--- src/sv/jpfe_pkg.sv ---
`default_nettype none
package jpfe_pkg;

  localparam int Q_DEPTH = 4;
  localparam int Q_AW    = 2;

  localparam logic [1:0] KIND_CHAR = 2'd0;
  localparam logic [1:0] KIND_OK   = 2'd1;
  localparam logic [1:0] KIND_ERR  = 2'd2;

  localparam logic [7:0] CH_QUOTE = 8'h22;
  localparam logic [7:0] CH_BSL   = 8'h5c;
  localparam logic [7:0] CH_SPACE = 8'h20;
  localparam logic [7:0] CH_TAB   = 8'h09;
  localparam logic [7:0] CH_COLON = 8'h3a;
  localparam logic [7:0] CH_LF    = 8'h0a;
  localparam logic [7:0] CH_CR    = 8'h0d;
  localparam logic [7:0] CH_N     = 8'h6e;
  localparam logic [7:0] CH_T     = 8'h74;
  localparam logic [7:0] CH_R     = 8'h72;

  localparam logic [15:0] CAP_RESET = 16'd255;

  typedef enum logic [2:0] {
    PH_SEARCH = 3'd0,
    PH_SKIP   = 3'd1,
    PH_VALUE  = 3'd2,
    PH_ESCAPE = 3'd3,
    PH_DONE   = 3'd4
  } phase_t;

  typedef struct packed {
    logic [7:0] text_byte;
    logic       text_end;
  } in_beat_t;

  typedef struct packed {
    logic [1:0] kind;
    logic [7:0] value_byte;
    logic       final_res;
  } out_beat_t;

  typedef struct packed {
    logic       has_char;
    logic [7:0] ch;
    logic       has_stat;
    logic       stat_err;
  } job_t;

  function automatic logic [7:0] key_byte(input logic [2:0] idx);
    logic [7:0] b;
    unique case (idx)
      3'd0:    b = CH_QUOTE;
      3'd1:    b = 8'h70;
      3'd2:    b = 8'h72;
      3'd3:    b = 8'h6f;
      3'd4:    b = 8'h6d;
      3'd5:    b = 8'h70;
      3'd6:    b = 8'h74;
      default: b = CH_QUOTE;
    endcase
    return b;
  endfunction

endpackage
`default_nettype wire

--- src/sv/jpfe_front.sv ---
`default_nettype none
module jpfe_front import jpfe_pkg::*; (
  input  wire logic        clk,
  input  wire logic        rst_n,
  input  wire logic        in_valid,
  output logic             in_ready,
  input  wire in_beat_t    in_beat,
  input  wire logic        cfg_we,
  input  wire logic [15:0] cfg_data,
  input  wire logic        q_full,
  output logic             q_push,
  output job_t             q_job
);

  phase_t      phase_r, phase_nxt;
  logic [2:0]  kc_r, kc_nxt;
  logic [15:0] ce_r, ce_nxt;
  logic [15:0] cap_r;
  logic [15:0] ce_inc;
  logic        accept;
  logic        emit;
  logic [7:0]  emit_ch;
  logic [7:0]  b;

  assign in_ready = !q_full;
  assign accept   = in_valid && in_ready;
  assign b        = in_beat.text_byte;
  assign ce_inc   = ce_r + 16'd1;

  always_ff @(posedge clk) begin
    if (!rst_n) begin
      phase_r <= PH_SEARCH;
      kc_r    <= 3'd0;
      ce_r    <= 16'd0;
      cap_r   <= CAP_RESET;
    end else begin
      if (accept) begin
        phase_r <= phase_nxt;
        kc_r    <= kc_nxt;
        ce_r    <= ce_nxt;
      end
      if (cfg_we) begin
        cap_r <= cfg_data;
      end
    end
  end

  always_comb begin
    phase_nxt = phase_r;
    kc_nxt    = kc_r;
    ce_nxt    = ce_r;
    emit      = 1'b0;
    emit_ch   = 8'h00;
    q_job     = '0;
    unique case (phase_r)
      PH_SEARCH: begin
        if (b == key_byte(kc_r)) begin
          if (kc_r == 3'd7) begin
            kc_nxt    = 3'd0;
            phase_nxt = PH_SKIP;
          end else begin
            kc_nxt = kc_r + 3'd1;
          end
        end else begin
          kc_nxt = (b == CH_QUOTE) ? 3'd1 : 3'd0;
        end
      end
      PH_SKIP: begin
        priority if (b == CH_SPACE || b == CH_TAB || b == CH_COLON) begin
          phase_nxt = PH_SKIP;
        end else if (b == CH_QUOTE) begin
          phase_nxt = PH_VALUE;
          ce_nxt    = 16'd0;
          if (cap_r == 16'd0) begin
            q_job.has_stat = 1'b1;
            phase_nxt      = PH_DONE;
          end
        end else begin
          phase_nxt = PH_SEARCH;
          kc_nxt    = 3'd0;
        end
      end
      PH_VALUE: begin
        priority if (b == CH_QUOTE) begin
          q_job.has_stat = 1'b1;
          phase_nxt      = PH_DONE;
        end else if (b == CH_BSL) begin
          phase_nxt = PH_ESCAPE;
        end else begin
          emit    = 1'b1;
          emit_ch = b;
        end
      end
      PH_ESCAPE: begin
        phase_nxt = PH_VALUE;
        priority if (b == CH_N) begin
          emit    = 1'b1;
          emit_ch = CH_LF;
        end else if (b == CH_T) begin
          emit    = 1'b1;
          emit_ch = CH_TAB;
        end else if (b == CH_R) begin
          emit    = 1'b1;
          emit_ch = CH_CR;
        end else if (b == CH_BSL || b == CH_QUOTE) begin
          emit    = 1'b1;
          emit_ch = b;
        end else begin
          q_job.has_stat = 1'b1;
          q_job.stat_err = 1'b1;
          phase_nxt      = PH_DONE;
        end
      end
      PH_DONE: begin
        phase_nxt = PH_DONE;
      end
      default: begin
        phase_nxt = PH_DONE;
      end
    endcase

    if (emit) begin
      q_job.has_char = 1'b1;
      q_job.ch       = emit_ch;
      ce_nxt         = ce_inc;
      if (ce_inc >= cap_r) begin
        q_job.has_stat = 1'b1;
        phase_nxt      = PH_DONE;
      end
    end

    if (in_beat.text_end) begin
      if (phase_nxt == PH_SEARCH || phase_nxt == PH_SKIP) begin
        q_job.has_stat = 1'b1;
        q_job.stat_err = 1'b1;
      end else if (phase_nxt == PH_VALUE || phase_nxt == PH_ESCAPE) begin
        q_job.has_stat = 1'b1;
      end
      phase_nxt = PH_SEARCH;
      kc_nxt    = 3'd0;
      ce_nxt    = 16'd0;
    end

    q_push = accept && (q_job.has_char || q_job.has_stat);
  end

endmodule
`default_nettype wire

--- src/sv/jpfe_queue.sv ---
`default_nettype none
module jpfe_queue import jpfe_pkg::*; (
  input  wire logic clk,
  input  wire logic rst_n,
  input  wire logic push,
  input  wire job_t push_job,
  output logic      full,
  input  wire logic pop,
  output logic      head_valid,
  output job_t      head_job
);

  job_t            slot_r [Q_DEPTH];
  logic [Q_AW:0]   wr_ptr_r, wr_ptr_nxt;
  logic [Q_AW:0]   rd_ptr_r, rd_ptr_nxt;

  assign full = (wr_ptr_r[Q_AW] != rd_ptr_r[Q_AW]) &&
                (wr_ptr_r[Q_AW-1:0] == rd_ptr_r[Q_AW-1:0]);
  assign head_valid = (wr_ptr_r != rd_ptr_r);
  assign head_job   = slot_r[rd_ptr_r[Q_AW-1:0]];

  assign wr_ptr_nxt = wr_ptr_r + {{Q_AW{1'b0}}, 1'b1};
  assign rd_ptr_nxt = rd_ptr_r + {{Q_AW{1'b0}}, 1'b1};

  always_ff @(posedge clk) begin
    if (!rst_n) begin
      wr_ptr_r <= '0;
      rd_ptr_r <= '0;
    end else begin
      if (push && !full) begin
        wr_ptr_r <= wr_ptr_nxt;
      end
      if (pop && head_valid) begin
        rd_ptr_r <= rd_ptr_nxt;
      end
    end
  end

  always_ff @(posedge clk) begin
    if (push && !full) begin
      slot_r[wr_ptr_r[Q_AW-1:0]] <= push_job;
    end
  end

endmodule
`default_nettype wire

--- src/sv/jpfe_back.sv ---
`default_nettype none
module jpfe_back import jpfe_pkg::*; (
  input  wire logic clk,
  input  wire logic rst_n,
  input  wire logic head_valid,
  input  wire job_t head_job,
  output logic      pop,
  output logic      out_valid,
  input  wire logic out_ready,
  output out_beat_t out_beat
);

  logic      out_valid_r, out_valid_nxt;
  out_beat_t out_beat_r, out_beat_nxt;
  logic      char_done_r, char_done_nxt;
  logic      load;

  assign out_valid = out_valid_r;
  assign out_beat  = out_beat_r;
  assign load      = !out_valid_r || out_ready;

  always_ff @(posedge clk) begin
    if (!rst_n) begin
      out_valid_r <= 1'b0;
      char_done_r <= 1'b0;
    end else begin
      out_valid_r <= out_valid_nxt;
      char_done_r <= char_done_nxt;
    end
  end

  always_ff @(posedge clk) begin
    out_beat_r <= out_beat_nxt;
  end

  always_comb begin
    out_valid_nxt = out_valid_r;
    out_beat_nxt  = out_beat_r;
    char_done_nxt = char_done_r;
    pop           = 1'b0;
    if (load) begin
      out_valid_nxt = head_valid;
      if (head_valid) begin
        if (head_job.has_char && !char_done_r) begin
          out_beat_nxt.kind       = KIND_CHAR;
          out_beat_nxt.value_byte = head_job.ch;
          out_beat_nxt.final_res  = 1'b0;
          if (head_job.has_stat) begin
            char_done_nxt = 1'b1;
          end else begin
            pop = 1'b1;
          end
        end else begin
          out_beat_nxt.kind       = head_job.stat_err ? KIND_ERR : KIND_OK;
          out_beat_nxt.value_byte = 8'h00;
          out_beat_nxt.final_res  = 1'b1;
          char_done_nxt           = 1'b0;
          pop                     = 1'b1;
        end
      end
    end
  end

endmodule
`default_nettype wire

--- src/sv/json_prompt_field_extractor.sv ---
// Extracts the string value of the key "prompt" from a JSON text.
// Input channel: one text byte per beat on in_valid/in_ready, with
// in_beat.text_end set on the last byte of each text.
// Output channel: out_valid/out_ready beats carry decoded value characters
// (kind 0) and one closing status per text (kind 1 ok, kind 2 error), the
// status flagged by final_res.
// Configuration: cfg_we writes cfg_data into the capacity register, the
// largest number of characters emitted for one value; it resets to 255.
// A byte is taken in every cycle while the four-entry job queue between
// the byte classifier and the result emitter has room. The first result
// of a byte passes through the queue slot and then the output register.
// One byte may give a character and a status, which the emitter sends as
// two beats, character first, one beat a cycle while out_ready is high.
// When the receiver stalls, the output register holds its beat, the queue
// fills and in_ready falls once it is full.
// Synchronous reset empties the queue and the output register and returns
// the search to the start of a new text.
`default_nettype none
module json_prompt_field_extractor import jpfe_pkg::*; (
  input  wire logic        clk,
  input  wire logic        rst_n,
  input  wire logic        in_valid,
  output logic             in_ready,
  input  wire in_beat_t    in_beat,
  output logic             out_valid,
  input  wire logic        out_ready,
  output out_beat_t        out_beat,
  input  wire logic        cfg_we,
  input  wire logic [15:0] cfg_data
);

  logic q_full;
  logic q_push;
  job_t q_job;
  logic q_pop;
  logic q_head_valid;
  job_t q_head_job;

  jpfe_front u_front (
    .clk      (clk),
    .rst_n    (rst_n),
    .in_valid (in_valid),
    .in_ready (in_ready),
    .in_beat  (in_beat),
    .cfg_we   (cfg_we),
    .cfg_data (cfg_data),
    .q_full   (q_full),
    .q_push   (q_push),
    .q_job    (q_job)
  );

  jpfe_queue u_queue (
    .clk        (clk),
    .rst_n      (rst_n),
    .push       (q_push),
    .push_job   (q_job),
    .full       (q_full),
    .pop        (q_pop),
    .head_valid (q_head_valid),
    .head_job   (q_head_job)
  );

  jpfe_back u_back (
    .clk        (clk),
    .rst_n      (rst_n),
    .head_valid (q_head_valid),
    .head_job   (q_head_job),
    .pop        (q_pop),
    .out_valid  (out_valid),
    .out_ready  (out_ready),
    .out_beat   (out_beat)
  );

endmodule
`default_nettype wire

--- config.mk ---
export PLATFORM = sky130hd
export DESIGN_NAME = json_prompt_field_extractor
export DESIGN_NICKNAME = d
export VERILOG_FILES = /design/src/sv/jpfe_pkg.sv /design/src/sv/jpfe_front.sv /design/src/sv/jpfe_queue.sv /design/src/sv/jpfe_back.sv /design/src/sv/json_prompt_field_extractor.sv
export SDC_FILE = /design/constraint.sdc
export NUM_CORES = 1
export LEC_CHECK = 0
export ABC_CLOCK_PERIOD_IN_PS = 3600
export BUFFER_PORTS_ARGS = -buffer_cell sky130_fd_sc_hd__clkbuf_2
export CAP_MARGIN = 5
export CORE_ASPECT_RATIO = 0.6
export CORE_MARGIN = 1.5
export CORE_UTILIZATION = 50
export CTS_CLUSTER_SIZE = 14
export DETAILED_ROUTE_END_ITERATION = 16
export GPL_TIMING_DRIVEN = 0
export PLACE_DENSITY = 0.74
export SYNTH_ARGS = -nofsm -noshare
export SYNTH_HDL_FRONTEND = slang
export SYNTH_SLANG_ARGS = --single-unit
--- constraint.sdc ---
create_clock -name clk -period 3.6 [get_ports clk]
set_clock_uncertainty 0.15 [all_clocks]
set_input_delay 0.36 -clock clk [delete_from_list [all_inputs] [get_ports clk]]
set_output_delay 0.36 -clock clk [all_outputs]
set_load 0.005 [all_outputs]
After elaboration in Yosys (flattened, before gate mapping)
Memory sizes are Yosys's and may differ from the RTL's. A register that Yosys moved wholly into a read port is not among the register bits.
Index checks and enable logic that the tools add are counted.
{"block": "word_totals", "inputBits": 30, "n_memories": 1, "register_bits": 57, "mem_bits_rw": 44, "out_inout_bits": 13, "wordCells": 144}
{"block": "classes", "magnitude_cmp": 1, "reduce_logical": 27, "muxes": 71, "eq_ne": 29, "n_addsub": 4}
{"memory": "u_queue.slot_r", "words": 4, "word_bits": 11, "read_ports": 1, "rd_clocked_by_memory_dff": 1, "wr": 1, "line": "jpfe_queue.sv:13", "rtl": "job_t slot_r [Q_DEPTH];"}
{"operator": "$mux W16", "n": 5}
{"operator": "$mux W3", "n": 19}
{"operator": "$mux W8", "n": 7}
{"operator": "$pmux W7 S5", "n": 1}
{"operator": "$eq A8 B7 Y1 const B", "n": 4}
{"operator": "$mux W1", "n": 25}
{"operator": "$eq A8 B6 Y1 const B", "n": 3}
{"operator": "$eq A3 B2 Y1 const B", "n": 6}
{"operator": "$add A16 B1 Y16 const B", "n": 1}
{"operator": "$ge A16 B16 Y1", "n": 1}
{"operator": "$logic_not A16 Y1", "n": 1}
{"operator": "$mux W2", "n": 8}
{"operator": "$pmux W8 S2", "n": 1}
{"operator": "$eq A3 B3 Y1 const B", "n": 4}
{"operator": "$pmux W3 S4", "n": 1}
{"operator": "$mux W10", "n": 1}
{"operator": "$add A3 B1 Y3 const B", "n": 3}
{"operator": "$eq A3 B1 Y1 const B", "n": 3}
{"operator": "$reduce_bool A3 Y1", "n": 3}
{"operator": "$eq A8 B4 Y1 const B", "n": 1}
{"operator": "$eq A8 B8 Y1", "n": 1}
{"operator": "$reduce_and A4 Y1", "n": 2}
{"operator": "$logic_or A1 B1 Y1", "n": 7}
{"operator": "$logic_and A1 B1 Y1", "n": 6}
{"operator": "other kinds (14)", "n": 18}

Depth between registers and ports, before layout
{"block": "depth", "ltp_word": 19, "ltp_mapped": 13, "depth_no_buf": 12}

By module
Synthesis repeated with hierarchy kept, for this count alone.
{"block": "unflattened", "hier_cells": 515, "hier_area_um2": 5539.1}
{"module": "jpfe_front", "seq_area_each_um2": 760.7, "area_per_inst_um2": 2879.0, "instances": 1, "cells_per_inst": 355}
{"module": "jpfe_queue", "seq_area_each_um2": 1481.4, "area_per_inst_um2": 2152.1, "instances": 1, "cells_per_inst": 125}
{"module": "jpfe_back", "seq_area_each_um2": 370.4, "area_per_inst_um2": 508.0, "instances": 1, "cells_per_inst": 35}

Least setup slack after synthesis
No wires, ideal clock.
{"block": "synth_path", "kind": "in2reg", "startpoint": "input in_beat[5] (netlist name)", "endpoint": "memory u_queue.slot_r[3][0] (netlist name) (enable)", "cell_stages": 7, "n_path_buf": 1, "required_ns": 3.057, "arrival_time_ns": 2.700, "setup_ns": 0.393, "slack_ns": 0.357, "path_cell_list": "buf_4 > or3b_1 > a2111oi_1 > or3b_2 > o2111ai_4 > and2_1 > nor3_1"}
{"block": "synth_via", "elab_chain_cells": 19, "elab_cells_between_ends": 55, "classes_between": "12 x eq/ne; 34 x mux; 9 x reduce/logical"}
{"item": "from (decl)", "line": "json_prompt_field_extractor.sv:24", "rtl": "input wire in_beat_t in_beat,"}
{"item": "$eq A8 B7 Y1 / $eq A8 B6 Y1 (equally long branches)"}
{"item": "$logic_or A1 B1 Y1", "line": "jpfe_front.sv:105", "rtl": "end else if (b == CH_BSL || b == CH_QUOTE) begin"}
{"item": "$mux W3", "line": "jpfe_front.sv:105"}
{"item": "$mux W3", "line": "jpfe_front.sv:102", "rtl": "end else if (b == CH_R) begin"}
{"item": "$mux W3", "line": "jpfe_front.sv:99", "rtl": "end else if (b == CH_T) begin"}
{"item": "$mux W3", "line": "jpfe_front.sv:96", "rtl": "priority if (b == CH_N) begin"}
{"item": "$pmux W3 S4", "line": "jpfe_front.sv:55", "rtl": "unique case (phase_r)"}
{"item": "$mux W3", "line": "jpfe_front.sv:126", "rtl": "if (ce_inc >= cap_r) begin"}
{"item": "[... 3 more ...]"}
{"item": "$mux W1", "line": "jpfe_front.sv:136", "rtl": "end else if (phase_nxt == PH_VALUE || phase_nxt == PH_ESCAPE) begin"}
{"item": "$mux W1", "line": "jpfe_front.sv:133", "rtl": "if (phase_nxt == PH_SEARCH || phase_nxt == PH_SKIP) begin"}
{"item": "$mux W2", "line": "jpfe_front.sv:132", "rtl": "if (in_beat.text_end) begin"}
{"item": "$logic_or A1 B1 Y1 (*)", "line": "jpfe_front.sv:144", "rtl": "q_push = accept && (q_job.has_char || q_job.has_stat);"}
{"item": "$logic_and A1 B1 Y1 (*)", "line": "jpfe_front.sv:144"}
{"item": "$logic_and A1 B1 Y1 (*)", "line": "jpfe_queue.sv:40", "rtl": "if (push && !full) begin"}
{"item": "$mux W1 (*)", "line": "jpfe_queue.sv:40"}
{"item": "$mux W1 (not written as such) (*)", "line": "jpfe_queue.sv:41", "rtl": "slot_r[wr_ptr_r[Q_AW-1:0]] <= push_job;"}
{"item": "to (decl)", "line": "jpfe_queue.sv:13"}
Mark *: on every way between the ends. The rest lies on a longest branch, timed or not.

==> results.md <==
* Post-Layout Cell Count at 680
* Combinational share of power at 17.8%
* Share of post-route cells with drive strength above 1 at between 10% and 20%
* Remaining DRCs at 0
* Final TNS setup at 0 ps
* Antenna-violating nets left at 0
* Reg clk slew, reported paths at 70 ps
* Crit. End Element: flip-flop
* Ant diodes at 0
* Post-synth EDFFs at 55
* Avg Inst Size Synth at 11.26 um^2
* Initial antenna violation count at 0
* Post-Syn Nets at 542
* Minimum clock period after layout at 3355 ps
* Synth top area cells: edfxtp_1 30%, dfxtp_1 18%, ha_1 6.2%
* Initial drt markers at 493
* IO Pins at 43
* Core area at 10,600 um^2
* TritonCTS clock tree: yes
* Post-CTS Resized at 0
* Post-CTS Setup Bufs at 0
* Final Cycle Share at 93.20%
* FP Rows at 29
* Final Net Count at 593
* Port buffer count at 40
* Seq cells post-synth at 103
* Final Max Tran Viols at 0
* Via density at 6.025
* Clk root buf: clkbuf_16
* Register area share after synthesis at between 40% and 50%
* CTS H-tree depth at 3
* Ys Warns at 0
* Cells on worst reg2reg path at 11
* Final wirelength at 12.52 mm
* Pin count of the biggest net entering global routing at 19
* Synth top area share at 30.25%
* Status: finished clean
* P_leak at roughly 0.0024 uW
* Cells after synthesis at 485
* Asr flop ratio synth at 0%
* Hold Buf Count CTS at 0
* WP data required at 3520 ps
* Final setup fails at 0
* Net Switching at 792.2 uW
* Critical R2R Launch: u_front.ce_r[2]
* Final Hold Fails at 0
* Worst-margin pin slew at between 900 and 1000 ps
* Critical path fanouts, max at 6
* IR drop worst, VDD at 330.3 uV
* Placed Cells at around 670
* DP Wirelength at 9.244 mm
* Layout overhead on the synthesized area at 12.45%
* First-pass GRT wire length at a little over 20 mm
* Leading area contributor after synthesis: edfxtp_1
* Die X at between 100 and 150 um
* Chip Height at between 80 and 90 um
* Sink Count at 103
* Top FF cell, synth: edfxtp_1
* WL/cell at 18.42 um
* Die Area at 11,570 um^2
* Placer Congestion at 0.8697
* Hold Slack at approximately 84 ps
* Clock network fraction of total power at around 33%
* Hold WC Path Type: in -> reg
* Gr usage total at 22.83%
* Sw Share at 27.48%
* Grt ovf at 0
* Internal Power at 2090 uW
* Commonest cells post-synth: 55 x edfxtp_1, 48 x dfxtp_1, 30 x inv_1
* RSZ-0062 raised after global routing: false
* Critical path capture point: u_queue.slot_r[2][1]
* Power Density at between 400 and 500 nW/um^2
* Crit path launch type: flip-flop
* Area of the mapped netlist at roughly 5500 um^2
* Power consumption at between 2000 and 3000 uW
* CTS Buf Count at 9
* DRT Pass-1 Iters at 5
* Critical path class: reg -> reg
* Initial core utilization at 51.52%
* Total number of vias at 4,097
* Leading cell type by number of instances after synthesis: edfxtp_1
* Worst-skew pair later-pin latency at 350 ps
* R2r setup slk at around 240 ps
* Sequential Power Share at between 40 and 50%
* Slew margin rel. at 39.01%
* Max Cap Viol at 0
* Crit path DAT at 3280 ps
* Vias in the first global route at ~3,800
* Worst Min Path Start: cfg_data[7]
* Maximum clock path buffer count at 2
* Fmax at 0.2980 GHz
* Reg2reg end: u_queue.slot_r[2][1]
* Synth cell types at 67
* Crit path launch: u_front.ce_r[2]
[worst max-delay path, stage by stage, from the launching register on]
cell and delay [ps]:
dfxtp_1 440, and3_1 200, and3_1 260, and4_1 340, nand3_1 130, xnor2_1 210
ha_1 280, a21o_1 190, a21o_1 170, a21oi_1 310, a21oi_1 170, nand2b_1 220
[metal layers]
metal	track usage, %	up-vias	wire [um]
met5	0	-	0
met4	5.398	0	161
met3	6.072	17	1022
met2	30.21	162	4958
met1	36.39	1973	6381
li1	-	1945	-
[logic make-up (layout without fill, tap and decap cells)]
kind of cell	Yosys count	count (layout)	synth area share, %
mux	24	24	6.945
xor+xnor	23	23	3.690
buf+inv	53	109	4.240
fa+ha+maj	27	27	6.188
simple gates	157	157	17.37
compound gates	98	98	13.71
flops	103	103	47.86
[how the worst min path moves through the flow]
stage	endpoint	slack (ps)	cells past startpoint
floorplan	u_front.ce_r[11]	310	1
global placement	u_front.ce_r[11]	330	1
detailed placement	u_front.ce_r[11]	330	1
CTS	u_front.cap_r[7]	80	3
global route	u_front.cap_r[6]	90	3
finish	u_front.cap_r[7]	80	3
[power by group through the flow]
stage                     registers, uW  clock network (uW)  logic (uW)
after detailed placement           1450                   0         512
after CTS                          1430                 957         515
final                              1430                 942         513
after global placement             1450                   0         495
after global routing               1440                 999         576
after floorplan                    1460                   0         316
[registers in the layout, indices dropped and copies added (netlist names), 3 cells and up, named ones only]
signal / cells
u_queue.wr_ptr_r: 3
u_queue.rd_ptr_r: 3
u_front.ce_r: 16
u_front.kc_r: 3
u_back.out_beat: 11
u_front.phase_r: 3
u_front.cap_r: 16
u_queue.slot_r: 44
[final cells by class]
cell class | instances | area (um^2)
Clock buffer | 10 | 229.0
Sequential cell | 103 | 2613
Buffer | 21 | 106.4
Fill cell | 875 | 4457
Tap cell | 139 | 173.9
Timing Repair Buffer | 41 | 211.5
Multi-Input combinational cell | 329 | 2630
Clock inverter | 6 | 53.80
Inverter | 31 | 121.4
[through the flow]
| step | setup slack, ps | util, % | cell area [um^2] |
|---|---|---|---|
| floorplan | 357.4 | - | 5459 |
| global placement | -556.1 | 55.05 | 5833 |
| detailed placement | 67.38 | 55.27 | 5856 |
| CTS | 36.45 | 57.94 | 6138 |
| global route | 41.37 | 57.94 | 6138 |
| finish | 244.8 | 57.94 | 6138 |
[placed cells by master, fill, tap and decap left out, types with 7 or more instances in the layout]
cell	count
edfxtp_1	55
dfxtp_1	48
clkbuf_2	40
inv_1	30
ha_1	26
nand2_1	22
a31oi_1	19
nand3_1	18
nor2_1	17
and3_1	16
nor2b_1	15
xnor2_1	13
and2_1	13
a21oi_1	13
mux2i_1	12
mux4_2	11
xor2_1	10
nand3b_1	10
clkbuf_1	10
a22o_1	10
o211ai_1	10
o21ai_0	9
clkbuf_16	9
buf_2	7
(Power assumes the default switching activity.)
